`src/assert_macros.svh`:
```
// Assertion macros shared by the RTL. Synthesis sees empty bodies.
`ifndef ASSERT_MACROS_SVH
`define ASSERT_MACROS_SVH

`ifndef SYNTHESIS

// The consequent holds in the same cycle as the antecedent.
`define PDC_ASSERT_IMPLY(label, clk, rst, ante, cons) \
   label: assert property (@(posedge clk) disable iff (rst) (ante) |-> (cons)) \
      else $error("assertion failed: implication does not hold");

// The consequent holds a fixed number of cycles after the antecedent.
`define PDC_ASSERT_DELAY(label, clk, rst, ante, n, cons) \
   label: assert property (@(posedge clk) disable iff (rst) (ante) |-> ##(n) (cons)) \
      else $error("assertion failed: delayed consequence missing");

`else

`define PDC_ASSERT_IMPLY(label, clk, rst, ante, cons)
`define PDC_ASSERT_DELAY(label, clk, rst, ante, n, cons)

`endif

`endif

```
`src/pdc_pkg.sv`:
```
package pdc_pkg;

   // Channel format: unsigned fixed point, all ones stands for 1.0.
   localparam int CH_BITS   = 8;
   localparam int PROD_BITS = 2 * CH_BITS;
   localparam int MODE_BITS = 4;

   // Register stages from request to result: five arithmetic stages, one
   // division stage per quotient bit and the output register.
   localparam int LATENCY = CH_BITS + 6;

   typedef logic [CH_BITS-1:0]   chan_type;
   typedef logic [PROD_BITS-1:0] prod_type;

   localparam chan_type CH_MAX  = '1;
   localparam chan_type CH_HALF = CH_MAX >> 1;

   typedef enum logic [MODE_BITS-1:0] {
      MODE_CLEAR    = 4'd0,
      MODE_SRC      = 4'd1,
      MODE_DST      = 4'd2,
      MODE_SRCOVER  = 4'd3,
      MODE_DSTOVER  = 4'd4,
      MODE_SRCIN    = 4'd5,
      MODE_DSTIN    = 4'd6,
      MODE_SRCOUT   = 4'd7,
      MODE_DSTOUT   = 4'd8,
      MODE_SRCATOP  = 4'd9,
      MODE_DSTATOP  = 4'd10,
      MODE_XOR      = 4'd11,
      MODE_PLUS     = 4'd12,
      MODE_MODULATE = 4'd13
   } blend_mode_type;

   localparam blend_mode_type MODE_RESET = MODE_SRCOVER;

   // Stage 1: raw products.
   typedef struct packed {
      prod_type [2:0] src_prod;
      prod_type [2:0] dst_prod;
      prod_type [2:0] mod_prod;
      prod_type       src_alpha_prod;
      prod_type       dst_alpha_prod;
      prod_type       mod_alpha_prod;
      chan_type       fa;
      chan_type       fb;
      logic           modulate;
   } s1_type;

   // Stage 2: products rescaled to channel range.
   typedef struct packed {
      chan_type [2:0] src_pm;
      chan_type [2:0] dst_pm;
      chan_type [2:0] mod_color;
      chan_type       alpha_a;
      chan_type       alpha_b;
      chan_type       mod_alpha;
      chan_type       fa;
      chan_type       fb;
      logic           modulate;
   } s2_type;

   // Stage 3: colour terms weighted by the blend factors, result alpha.
   typedef struct packed {
      prod_type [2:0] src_term;
      prod_type [2:0] dst_term;
      chan_type [2:0] mod_color;
      chan_type       alpha;
      logic           modulate;
   } s3_type;

   // Stage 4: premultiplied result colour.
   typedef struct packed {
      chan_type [2:0] color;
      chan_type [2:0] mod_color;
      chan_type       alpha;
      logic           modulate;
   } s4_type;

   // One lane of the restoring divider.
   typedef struct packed {
      prod_type rem;
      chan_type quo;
      logic     clamp;
   } div_lane_type;

   // What travels beside the divider lanes.
   typedef struct packed {
      chan_type       alpha;
      logic           modulate;
      chan_type [2:0] mod_color;
   } div_side_type;

   typedef struct packed {
      div_lane_type [2:0] lane;
      div_side_type       side;
   } div_stage_type;

   // Rounded product rescale: floor((p + CH_HALF) / CH_MAX), with the division
   // by all ones done as an add of the upper half and a shift.
   function automatic chan_type rescale(prod_type p);
      prod_type t;
      prod_type u;
      t = p + PROD_BITS'(CH_HALF);
      u = t + (t >> CH_BITS) + PROD_BITS'(1);
      return u[PROD_BITS-1:CH_BITS];
   endfunction

   // Sum of two channels, saturating at full scale.
   function automatic chan_type sat_add(chan_type a, chan_type b);
      logic [CH_BITS:0] s;
      s = {1'b0, a} + {1'b0, b};
      return s[CH_BITS] ? CH_MAX : s[CH_BITS-1:0];
   endfunction

endpackage

```
`src/porter_duff_pixel_compositor.sv`:
```
// Porter-Duff pixel compositor.
// A request carries one straight RGBA source pixel and one straight RGBA
// destination pixel on the req_ ports; it is taken at a rising edge with start
// high and busy low. busy is high only during reset, so one request may be
// issued in every cycle. Each request yields exactly one straight RGBA pixel
// on the rsp_ ports, shown for one cycle with rsp_strobe high, in request
// order. The receiver cannot hold results off and none are needed to.
// The pipeline has five arithmetic stages, one restoring divider stage per
// quotient bit, and the output register. Throughput is one pixel per cycle.
// The user must write the blend mode through csr_write_enable and
// csr_write_data only while no request is in flight; the block does not
// enforce this. Reset selects source-over. Modes 14 and 15 act as source.
// Reset clears all valid bits, so requests in flight are dropped.
`include "assert_macros.svh"

module porter_duff_pixel_compositor (
   input  logic                          clock,
   input  logic                          reset,
   input  logic                          start,
   output logic                          busy,
   input  pdc_pkg::chan_type             req_src_red,
   input  pdc_pkg::chan_type             req_src_green,
   input  pdc_pkg::chan_type             req_src_blue,
   input  pdc_pkg::chan_type             req_src_alpha,
   input  pdc_pkg::chan_type             req_dst_red,
   input  pdc_pkg::chan_type             req_dst_green,
   input  pdc_pkg::chan_type             req_dst_blue,
   input  pdc_pkg::chan_type             req_dst_alpha,
   output logic                          rsp_strobe,
   output pdc_pkg::chan_type             rsp_out_red,
   output pdc_pkg::chan_type             rsp_out_green,
   output pdc_pkg::chan_type             rsp_out_blue,
   output pdc_pkg::chan_type             rsp_out_alpha,
   input  logic                          csr_write_enable,
   input  logic [pdc_pkg::MODE_BITS-1:0] csr_write_data
);
   import pdc_pkg::*;

   blend_mode_type csr_mode_ff;

   chan_type [2:0] src_color;
   chan_type [2:0] dst_color;
   chan_type       fa;
   chan_type       fb;
   logic           req_accept;

   logic   s1_valid_ff, s2_valid_ff, s3_valid_ff, s4_valid_ff;
   s1_type s1_in, s1_ff;
   s2_type s2_in, s2_ff;
   s3_type s3_in, s3_ff;
   s4_type s4_in, s4_ff;

   div_stage_type div_in       [0:CH_BITS];
   div_stage_type div_ff       [0:CH_BITS];
   logic          div_valid_ff [0:CH_BITS];

   chan_type [2:0] rsp_color_in, rsp_color_ff;
   chan_type       rsp_alpha_in, rsp_alpha_ff;
   logic           rsp_strobe_ff;

   assign busy       = reset;
   assign req_accept = start && !busy;

   assign src_color = {req_src_blue, req_src_green, req_src_red};
   assign dst_color = {req_dst_blue, req_dst_green, req_dst_red};

   // Blend mode register.
   always_ff @(posedge clock) begin
      if (reset) begin
         csr_mode_ff <= MODE_RESET;
      end else if (csr_write_enable) begin
         csr_mode_ff <= blend_mode_type'(csr_write_data);
      end
   end

   // Blend factors of the selected mode.
   always_comb begin
      unique case (csr_mode_ff)
         MODE_CLEAR:   begin fa = '0;                    fb = '0;                    end
         MODE_DST:     begin fa = '0;                    fb = CH_MAX;                end
         MODE_SRCOVER: begin fa = CH_MAX;                fb = CH_MAX - req_src_alpha; end
         MODE_DSTOVER: begin fa = CH_MAX - req_dst_alpha; fb = CH_MAX;                end
         MODE_SRCIN:   begin fa = req_dst_alpha;         fb = '0;                    end
         MODE_DSTIN:   begin fa = '0;                    fb = req_src_alpha;         end
         MODE_SRCOUT:  begin fa = CH_MAX - req_dst_alpha; fb = '0;                    end
         MODE_DSTOUT:  begin fa = '0;                    fb = CH_MAX - req_src_alpha; end
         MODE_SRCATOP: begin fa = req_dst_alpha;         fb = CH_MAX - req_src_alpha; end
         MODE_DSTATOP: begin fa = CH_MAX - req_dst_alpha; fb = req_src_alpha;         end
         MODE_XOR:     begin fa = CH_MAX - req_dst_alpha; fb = CH_MAX - req_src_alpha; end
         MODE_PLUS:    begin fa = CH_MAX;                fb = CH_MAX;                end
         default:      begin fa = CH_MAX;                fb = '0;                    end
      endcase
   end

   // Stage 1: premultiply, alpha weighting and modulate products.
   always_comb begin
      for (int i = 0; i < 3; i++) begin
         s1_in.src_prod[i] = PROD_BITS'(src_color[i]) * PROD_BITS'(req_src_alpha);
         s1_in.dst_prod[i] = PROD_BITS'(dst_color[i]) * PROD_BITS'(req_dst_alpha);
         s1_in.mod_prod[i] = PROD_BITS'(src_color[i]) * PROD_BITS'(dst_color[i]);
      end
      s1_in.src_alpha_prod = PROD_BITS'(req_src_alpha) * PROD_BITS'(fa);
      s1_in.dst_alpha_prod = PROD_BITS'(req_dst_alpha) * PROD_BITS'(fb);
      s1_in.mod_alpha_prod = PROD_BITS'(req_src_alpha) * PROD_BITS'(req_dst_alpha);
      s1_in.fa             = fa;
      s1_in.fb             = fb;
      s1_in.modulate       = (csr_mode_ff == MODE_MODULATE);
   end

   // Stage 2: rescale every product back to channel range.
   always_comb begin
      for (int i = 0; i < 3; i++) begin
         s2_in.src_pm[i]    = rescale(s1_ff.src_prod[i]);
         s2_in.dst_pm[i]    = rescale(s1_ff.dst_prod[i]);
         s2_in.mod_color[i] = rescale(s1_ff.mod_prod[i]);
      end
      s2_in.alpha_a   = rescale(s1_ff.src_alpha_prod);
      s2_in.alpha_b   = rescale(s1_ff.dst_alpha_prod);
      s2_in.mod_alpha = rescale(s1_ff.mod_alpha_prod);
      s2_in.fa        = s1_ff.fa;
      s2_in.fb        = s1_ff.fb;
      s2_in.modulate  = s1_ff.modulate;
   end

   // Stage 3: weight premultiplied colours and form the result alpha.
   always_comb begin
      for (int i = 0; i < 3; i++) begin
         s3_in.src_term[i] = PROD_BITS'(s2_ff.src_pm[i]) * PROD_BITS'(s2_ff.fa);
         s3_in.dst_term[i] = PROD_BITS'(s2_ff.dst_pm[i]) * PROD_BITS'(s2_ff.fb);
      end
      s3_in.mod_color = s2_ff.mod_color;
      s3_in.alpha     = s2_ff.modulate ? s2_ff.mod_alpha
                                       : sat_add(s2_ff.alpha_a, s2_ff.alpha_b);
      s3_in.modulate  = s2_ff.modulate;
   end

   // Stage 4: rescale the weighted terms and sum them with saturation.
   always_comb begin
      for (int i = 0; i < 3; i++) begin
         s4_in.color[i] = sat_add(rescale(s3_ff.src_term[i]), rescale(s3_ff.dst_term[i]));
      end
      s4_in.mod_color = s3_ff.mod_color;
      s4_in.alpha     = s3_ff.alpha;
      s4_in.modulate  = s3_ff.modulate;
   end

   // Divider entry: numerator c * CH_MAX + alpha / 2. A colour at or above
   // alpha always gives a quotient of at least full scale, so it is flagged to clamp.
   always_comb begin
      for (int i = 0; i < 3; i++) begin
         div_in[0].lane[i].rem   = {s4_ff.color[i], {CH_BITS{1'b0}}}
                                   - PROD_BITS'(s4_ff.color[i])
                                   + PROD_BITS'(s4_ff.alpha >> 1);
         div_in[0].lane[i].quo   = '0;
         div_in[0].lane[i].clamp = (s4_ff.color[i] >= s4_ff.alpha);
      end
      div_in[0].side.alpha     = s4_ff.alpha;
      div_in[0].side.modulate  = s4_ff.modulate;
      div_in[0].side.mod_color = s4_ff.mod_color;
   end

   // Restoring divider: one quotient bit per stage, most significant first.
   for (genvar g = 1; g <= CH_BITS; g++) begin : g_div
      localparam int K = CH_BITS - g;

      always_comb begin
         prod_type shifted;
         shifted   = PROD_BITS'(div_ff[g-1].side.alpha) << K;
         div_in[g] = div_ff[g-1];
         for (int i = 0; i < 3; i++) begin
            if (div_ff[g-1].lane[i].rem >= shifted) begin
               div_in[g].lane[i].rem    = div_ff[g-1].lane[i].rem - shifted;
               div_in[g].lane[i].quo[K] = 1'b1;
            end
         end
      end

      always_ff @(posedge clock) begin
         if (reset) begin
            div_valid_ff[g] <= 1'b0;
         end else begin
            div_valid_ff[g] <= div_valid_ff[g-1];
         end
         div_ff[g] <= div_in[g];
      end
   end

   // Output select: transparent black, modulate colour, clamp or quotient.
   always_comb begin
      rsp_alpha_in = div_ff[CH_BITS].side.alpha;
      for (int i = 0; i < 3; i++) begin
         priority if (div_ff[CH_BITS].side.alpha == '0) begin
            rsp_color_in[i] = '0;
         end else if (div_ff[CH_BITS].side.modulate) begin
            rsp_color_in[i] = div_ff[CH_BITS].side.mod_color[i];
         end else if (div_ff[CH_BITS].lane[i].clamp) begin
            rsp_color_in[i] = CH_MAX;
         end else begin
            rsp_color_in[i] = div_ff[CH_BITS].lane[i].quo;
         end
      end
   end

   // Pipeline registers for the arithmetic stages and the output.
   always_ff @(posedge clock) begin
      if (reset) begin
         s1_valid_ff     <= 1'b0;
         s2_valid_ff     <= 1'b0;
         s3_valid_ff     <= 1'b0;
         s4_valid_ff     <= 1'b0;
         div_valid_ff[0] <= 1'b0;
         rsp_strobe_ff   <= 1'b0;
      end else begin
         s1_valid_ff     <= req_accept;
         s2_valid_ff     <= s1_valid_ff;
         s3_valid_ff     <= s2_valid_ff;
         s4_valid_ff     <= s3_valid_ff;
         div_valid_ff[0] <= s4_valid_ff;
         rsp_strobe_ff   <= div_valid_ff[CH_BITS];
      end
      s1_ff        <= s1_in;
      s2_ff        <= s2_in;
      s3_ff        <= s3_in;
      s4_ff        <= s4_in;
      div_ff[0]    <= div_in[0];
      rsp_color_ff <= rsp_color_in;
      rsp_alpha_ff <= rsp_alpha_in;
   end

   assign rsp_strobe    = rsp_strobe_ff;
   assign rsp_out_red   = rsp_color_ff[0];
   assign rsp_out_green = rsp_color_ff[1];
   assign rsp_out_blue  = rsp_color_ff[2];
   assign rsp_out_alpha = rsp_alpha_ff;

   // Every request yields its result after the fixed latency, and no result
   // appears without a request that far back.
   `PDC_ASSERT_DELAY(a_req_gives_rsp, clock, reset, start && !busy, LATENCY, rsp_strobe)
   `PDC_ASSERT_IMPLY(a_rsp_has_req, clock, reset, rsp_strobe, $past(start && !busy, LATENCY))
   // A result with zero coverage is transparent black.
   `PDC_ASSERT_IMPLY(a_zero_alpha_black, clock, reset, rsp_strobe && rsp_out_alpha == '0, rsp_out_red == '0 && rsp_out_green == '0 && rsp_out_blue == '0)

endmodule
```
`config.mk`:
```
export PLATFORM = sky130hd
export DESIGN_NAME = porter_duff_pixel_compositor
export DESIGN_NICKNAME = d
export VERILOG_FILES = /design/src/pdc_pkg.sv /design/src/porter_duff_pixel_compositor.sv
export VERILOG_INCLUDE_DIRS = /design/src /design/src/src
export SDC_FILE = /design/constraint.sdc
export NUM_CORES = 2
export LEC_CHECK = 0
export BUFFER_PORTS_ARGS = -buffer_cell sky130_fd_sc_hd__buf_2
export CAP_MARGIN = 20
export CELL_PAD_IN_SITES_DETAIL_PLACEMENT = 0
export CELL_PAD_IN_SITES_GLOBAL_PLACEMENT = 1
export CORE_UTILIZATION = 46
export DETAILED_ROUTE_END_ITERATION = 10
export GPL_ROUTABILITY_DRIVEN = 1
export GPL_TIMING_DRIVEN = 0
export PLACE_DENSITY_LB_ADDON = 0.05
export SETUP_SLACK_MARGIN = 0.2
export SYNTH_ARGS = -nofsm -noshare
export SYNTH_HDL_FRONTEND = slang
export SYNTH_SLANG_ARGS = --single-unit
```
`constraint.sdc`:
```
create_clock -name clock -period 6.6 [get_ports clock]
set_input_delay 1.65 -clock clock [delete_from_list [all_inputs] [get_ports clock]]
set_output_delay 1.65 -clock clock [all_outputs]
set_load 0.005 [all_outputs]
```
# --- Word-level counts from Yosys, hierarchy flattened ---
# Memories as Yosys holds them, arrays and structs flattened. A register that Yosys moved wholly into a read port is not among the register bits.
# Index checks and enable logic that the tools add are counted.
classes:
  order_cmp: 27
  bitwise: 9
  muxes: 67
  addsub: 90
  eq_ne: 12
  n_reduce_logical: 10
  n_mul: 18
op_table:
  columns: ["operator", "n"]
  rows:
  - ["16-bit 2-to-1 mux", 21]
  - ["16-bit by 1-bit adder with 16-bit output, second input constant", 18]
  - ["16-bit by 7-bit adder with 16-bit output, second input constant", 18]
  - ["16-bit by 8-bit adder with 16-bit output", 18]
  - ["8-bit by 8-bit multiplier with 16-bit output", 18]
  - ["16-bit by 8-bit subtractor with 16-bit output", 6]
  - ["8-bit 2-to-1 mux", 8]
  - ["17-bit 2-to-1 mux", 3]
  - ["16-bit by 7-bit adder with 16-bit output", 3]
  - ["16-bit by 10-bit greater-or-equal comparator with 1-bit output", 3]
  - ["16-bit by 11-bit greater-or-equal comparator with 1-bit output", 3]
  - ["16-bit by 12-bit greater-or-equal comparator with 1-bit output", 3]
  - ["16-bit by 13-bit greater-or-equal comparator with 1-bit output", 3]
  - ["16-bit by 14-bit greater-or-equal comparator with 1-bit output", 3]
  - ["16-bit by 15-bit greater-or-equal comparator with 1-bit output", 3]
  - ["16-bit by 8-bit greater-or-equal comparator with 1-bit output", 3]
  - ["16-bit by 9-bit greater-or-equal comparator with 1-bit output", 3]
  - ["8-bit one-hot mux with 3 select lines", 2]
  - ["16-bit by 10-bit subtractor with 16-bit output", 3]
  - ["16-bit by 11-bit subtractor with 16-bit output", 3]
  - ["16-bit by 12-bit subtractor with 16-bit output", 3]
  - ["16-bit by 13-bit subtractor with 16-bit output", 3]
  - ["16-bit by 14-bit subtractor with 16-bit output", 3]
  - ["16-bit by 15-bit subtractor with 16-bit output", 3]
  - ["16 further kinds", 76]
word_totals:
  n_memories: 2
  inputBits: 72
  elab_cells: 293
  ramBits: 981
  out_inout_bits: 34
  reg_bits: 548
mem_list:
  columns: ["memory", "words", "width", "rd", "rd_ports_with_merged_regs", "wr", "line", "text"]
  rows:
  - ["div_ff", 9, 108, 9, 0, 9, "porter_duff_pixel_compositor.sv:54", "div_stage_type div_ff [0:CH_BITS];"]
  - ["div_valid_ff", 9, 1, 9, 1, 9, "porter_duff_pixel_compositor.sv:55", "logic div_valid_ff [0:CH_BITS];"]

# --- Logic depth before layout (Yosys ltp) ---
depth:
  depth_word: 4
  depth_mapped: 24
  ltp_nobuf: 24

# --- Worst setup path before layout ---
# Ideal clock, no wire load.
synth_path:
  path_type: "input to register"
  startpoint: "input port req_src_alpha[5]"
  endpoint: "register s1_ff[48] in the netlist's numbering"
  cell_stages: 20
  required_ps: 6480
  setup_ps: 120
  arrival_time_ps: 6267
  slack_ps: 213
  path_buffers: 0
  cell_sequence: "inv_1 > o21ai_0 > o21ai_0 > a211oi_1 > nand2_1 > fa_1 > fa_1 > inv_1 > fa_1 > inv_1 > fa_1 > inv_1 > ha_1 > o21a_1 > o31a_1 > o211ai_1 > a21oi_1 > a2111oi_0 > a21oi_1 > xnor2_1"
synth_rtl:
  columns: ["item", "line", "text"]
  rows:
  - ["from (decl)", "porter_duff_pixel_compositor.sv:24", "input pdc_pkg::chan_type req_src_alpha,"]
  - ["to (signal assigned)", "porter_duff_pixel_compositor.sv:221", "s1_ff <= s1_in;"]
  - ["to (decl)", "porter_duff_pixel_compositor.sv:48", "s1_type s1_in, s1_ff;"]

==> results.sh <==
export IMPL_initial_core_util_pct=46.35
export IMPL_num_vias=65270
export IMPL_syn_mean_instance_area_um2=9.368
export IMPL_insertion_delay_ns=0.81
export IMPL_ff2ff_setup_slack_ns=0.60
export IMPL_yosysSeqAreaShare_pct=30.40
export IMPL_syn_to_final_growth_pct=10.33
export IMPL_cts_tree="yes"
export IMPL_worstSetupEndpointType="flop"
export IMPL_io_buffers=105
export IMPL_holdWs_ns=0.2926
export IMPL_max_freq_mhz=159.9
export IMPL_crit_fanout=10
export IMPL_place_congestion=0.8839
export IMPL_grt_ovfl_total=0
export IMPL_reg2reg_from="csr_mode_ff[2]"
export IMPL_ys_flop_type="dfxtp_1"
export IMPL_yosys_area_top_type="dfxtp_1"
export IMPL_setup_viol=0
export IMPL_maxCapViolations=0
export IMPL_row_count=162
export IMPL_grt_usage_pct=24.29
export IMPL_drt_first_iter_violations=3037
export IMPL_r2r_cells=23
export IMPL_coreArea_um2=195200
export IMPL_hpwl_um=194400
export IMPL_fillCellCount=18460
export IMPL_ys_seq_elements=1374
export IMPL_grt_pass1_vias=67070
export IMPL_clock_sinks=1374
export IMPL_utilization_pct=51.13
export IMPL_cts_buffers=150
export IMPL_worst_pin_slew_ns=1.098
export IMPL_hold_violations=0
export IMPL_antenna_found_initial=24
export IMPL_ant_nets=0
export IMPL_dieWidth_um=445.5
export IMPL_multi_input_area_um2=57660
export IMPL_timing_rr_end="s1_ff[48]"
export IMPL_period_share_pct=94.75
export IMPL_startpoint_type="input pin"
export IMPL_hold_class="reg -> reg"
export IMPL_drive_gt1_share_pct=5.202
export IMPL_synth_edff_count=0
export IMPL_worstSetupPathType="in -> reg"
export IMPL_netlist_area_um2=90470
export IMPL_drcViolationCount=0
export IMPL_routed_wl_um=238500
export IMPL_seqCellArea_um2=27510
export IMPL_layout_common_cells="1,374 x dfxtp_1, 1,200 x inv_1, 1,061 x ha_1"
export IMPL_clockBufferDepth=3
export IMPL_synth_area_top_cells="dfxtp_1 30%, fa_1 15%, ha_1 15%"
export IMPL_die_area_um2=198400
export IMPL_worst_ep_required_time_ns=7.31
export IMPL_firstDrtPassIters=8
export IMPL_die_y_um=445.5
export IMPL_synth_nets=11470
export IMPL_cts_root_buf="clkbuf_16"
export IMPL_rsz0062_at_grt="true"
export IMPL_clock_skew_ns=0.03966
export IMPL_fin_crit_ns=6.253
export IMPL_synthCells=9657
export IMPL_status="completed"
export IMPL_final_max_slew_violation_count=0
export IMPL_yosysUniqueCellTypes=92
export IMPL_clkTransAtPathRegs_ns=0.06
export IMPL_arrival_ns=6.96
export IMPL_async_flop_share_pct=0
export IMPL_grt_pass1_wl_um=375100
export IMPL_routedWlPerCell_um=18.80
export IMPL_grt_max_degree=17
export IMPL_hold_end="s2_ff[2]"
export IMPL_worstHoldStart="s1_ff[2]"
export IMPL_final_common_cell="dfxtp_1"
export IMPL_viasPerCell=5.144
export IMPL_pin_count=106
export IMPL_yosysWarnings=0
export IMPL_yosys_area_top_type_share_pct=30.40
export IMPL_slew_limit_headroom_pct=26.82
export IMPL_final_nets=11750
export IMPL_hold_depth=0
export IMPL_htree_num_levels=4
-- critical path: stages --
cell       delay (ns)
buf_2            0.17
buf_2            0.44
o21a_1           0.23
a211oi_4         0.04
buf_4            0.18
and2_1           0.18
fa_1             0.53
inv_1            0.05
fa_1             0.53
inv_1            0.05
fa_1             0.48
inv_1            0.05
fa_1             0.47
inv_1            0.04
ha_1             0.32
o21a_1           0.13
o31a_1           0.14
o211ai_1         0.27
a21oi_1          0.13
a2111oi_2        0.44
a21oi_1          0.14
xnor2_1          0.30
-- layer usage --
layer  vias up  track usage [%]  part of all wire, %
li1      32410                -                    -
met3       398            2.763                  3.2
met4         4            10.56                  4.6
met1     31350            30.20                   44
met5         -                0               0.0067
met2      1105            42.30                   48
-- worst max path at each step --
stage | startpoint | end | slack [ns]
after floorplan | req_src_alpha[5] | s1_ff[48] | 0.21
after global placement | req_src_alpha[7] | s1_ff[48] | -2.10
after detailed placement | req_src_alpha[7] | s1_ff[48] | -1.61
after CTS | req_src_alpha[5] | s1_ff[48] | 0.20
after global routing | req_src_alpha[0] | s1_ff[64] | 0.15
final | req_src_alpha[2] | s1_ff[48] | 0.35
-- stage by stage --
| stage | instance area [um^2] | worst slack [ns] | setup TNS, ns | std cells |
|---|---|---|---|---|
| final | 99810 | 0.3467 | 0 | 12690 |
| after global routing | 99790 | 0.1502 | 0 | 12680 |
| after CTS | 99630 | 0.1954 | 0 | 12660 |
| after detailed placement | 94350 | -1.611 | -33.58 | 12390 |
| after global placement | 94280 | -2.103 | -38.77 | 12390 |
| after floorplan | 90470 | 0.2127 | 0 | 9657 |
-- sequential cells by signal, summed over array words and instances (netlist names) --
name           cells
rsp_strobe         1
s2_valid_ff        1
rsp_out_alpha      8
rsp_out_blue       8
s3_ff            129
s1_valid_ff        1
s1_ff            209
s3_valid_ff        1
rsp_out_green      8
csr_mode_ff        4
div_valid_ff       9
s2_ff            113
div_ff           816
div_in            33
s4_valid_ff        1
s4_ff             24
rsp_out_red        8
-- cell type report --
cell class / count / share of cell area, %
clock buffer: 194 / 4.139
tap: 2624 / 3.289
inverter: 1200 / 4.513
clock inverter: 74 / 1.062
buffer: 225 / 0.9277
multi-input combinational: 6856 / 57.77
antenna: 10 / 0.02507
timing repair buffer: 130 / 0.7171
sequential: 1374 / 27.56
-- cell families after synthesis --
group | after synthesis | synth area share (%)
AO/OA/AOI/OAI | 1394 | 9.755
XOR/XNOR | 711 | 6.883
adder cells (fa/ha/maj) | 1737 | 29.63
buffers and inverters | 1427 | 5.968
flip-flops | 1374 | 30.40
multiplexers | 53 | 0.6307
AND/OR/NAND/NOR | 2961 | 16.73
-- synth_stat cells, types with 63 or more instances --
library cell and count:
nand4_1 68, inv_1 1200, and2_1 674, a21o_1 92, fa_1 676, nand2b_1 98
nor4_1 73, dfxtp_1 1374, o21ai_0 305, clkbuf_1 215, nor3_1 146, o21a_1 132
nand3_1 121, a21oi_1 430, xnor2_1 453, xor2_1 258, a211oi_1 63, nor2_1 519
ha_1 1061, nor2b_1 151, nand2_1 832
-- what timing repair did --
item                                    CTS  global route
hold buffers                              0             0
resized for setup                        29            35
endpoints found under the setup margin   18            23
pin swaps                                 3             5
setup buffers                             4            13
Power is left out: the tool's default activity adds up to more than one toggle a clock period on the data nets, which glitch-free logic cannot reach.
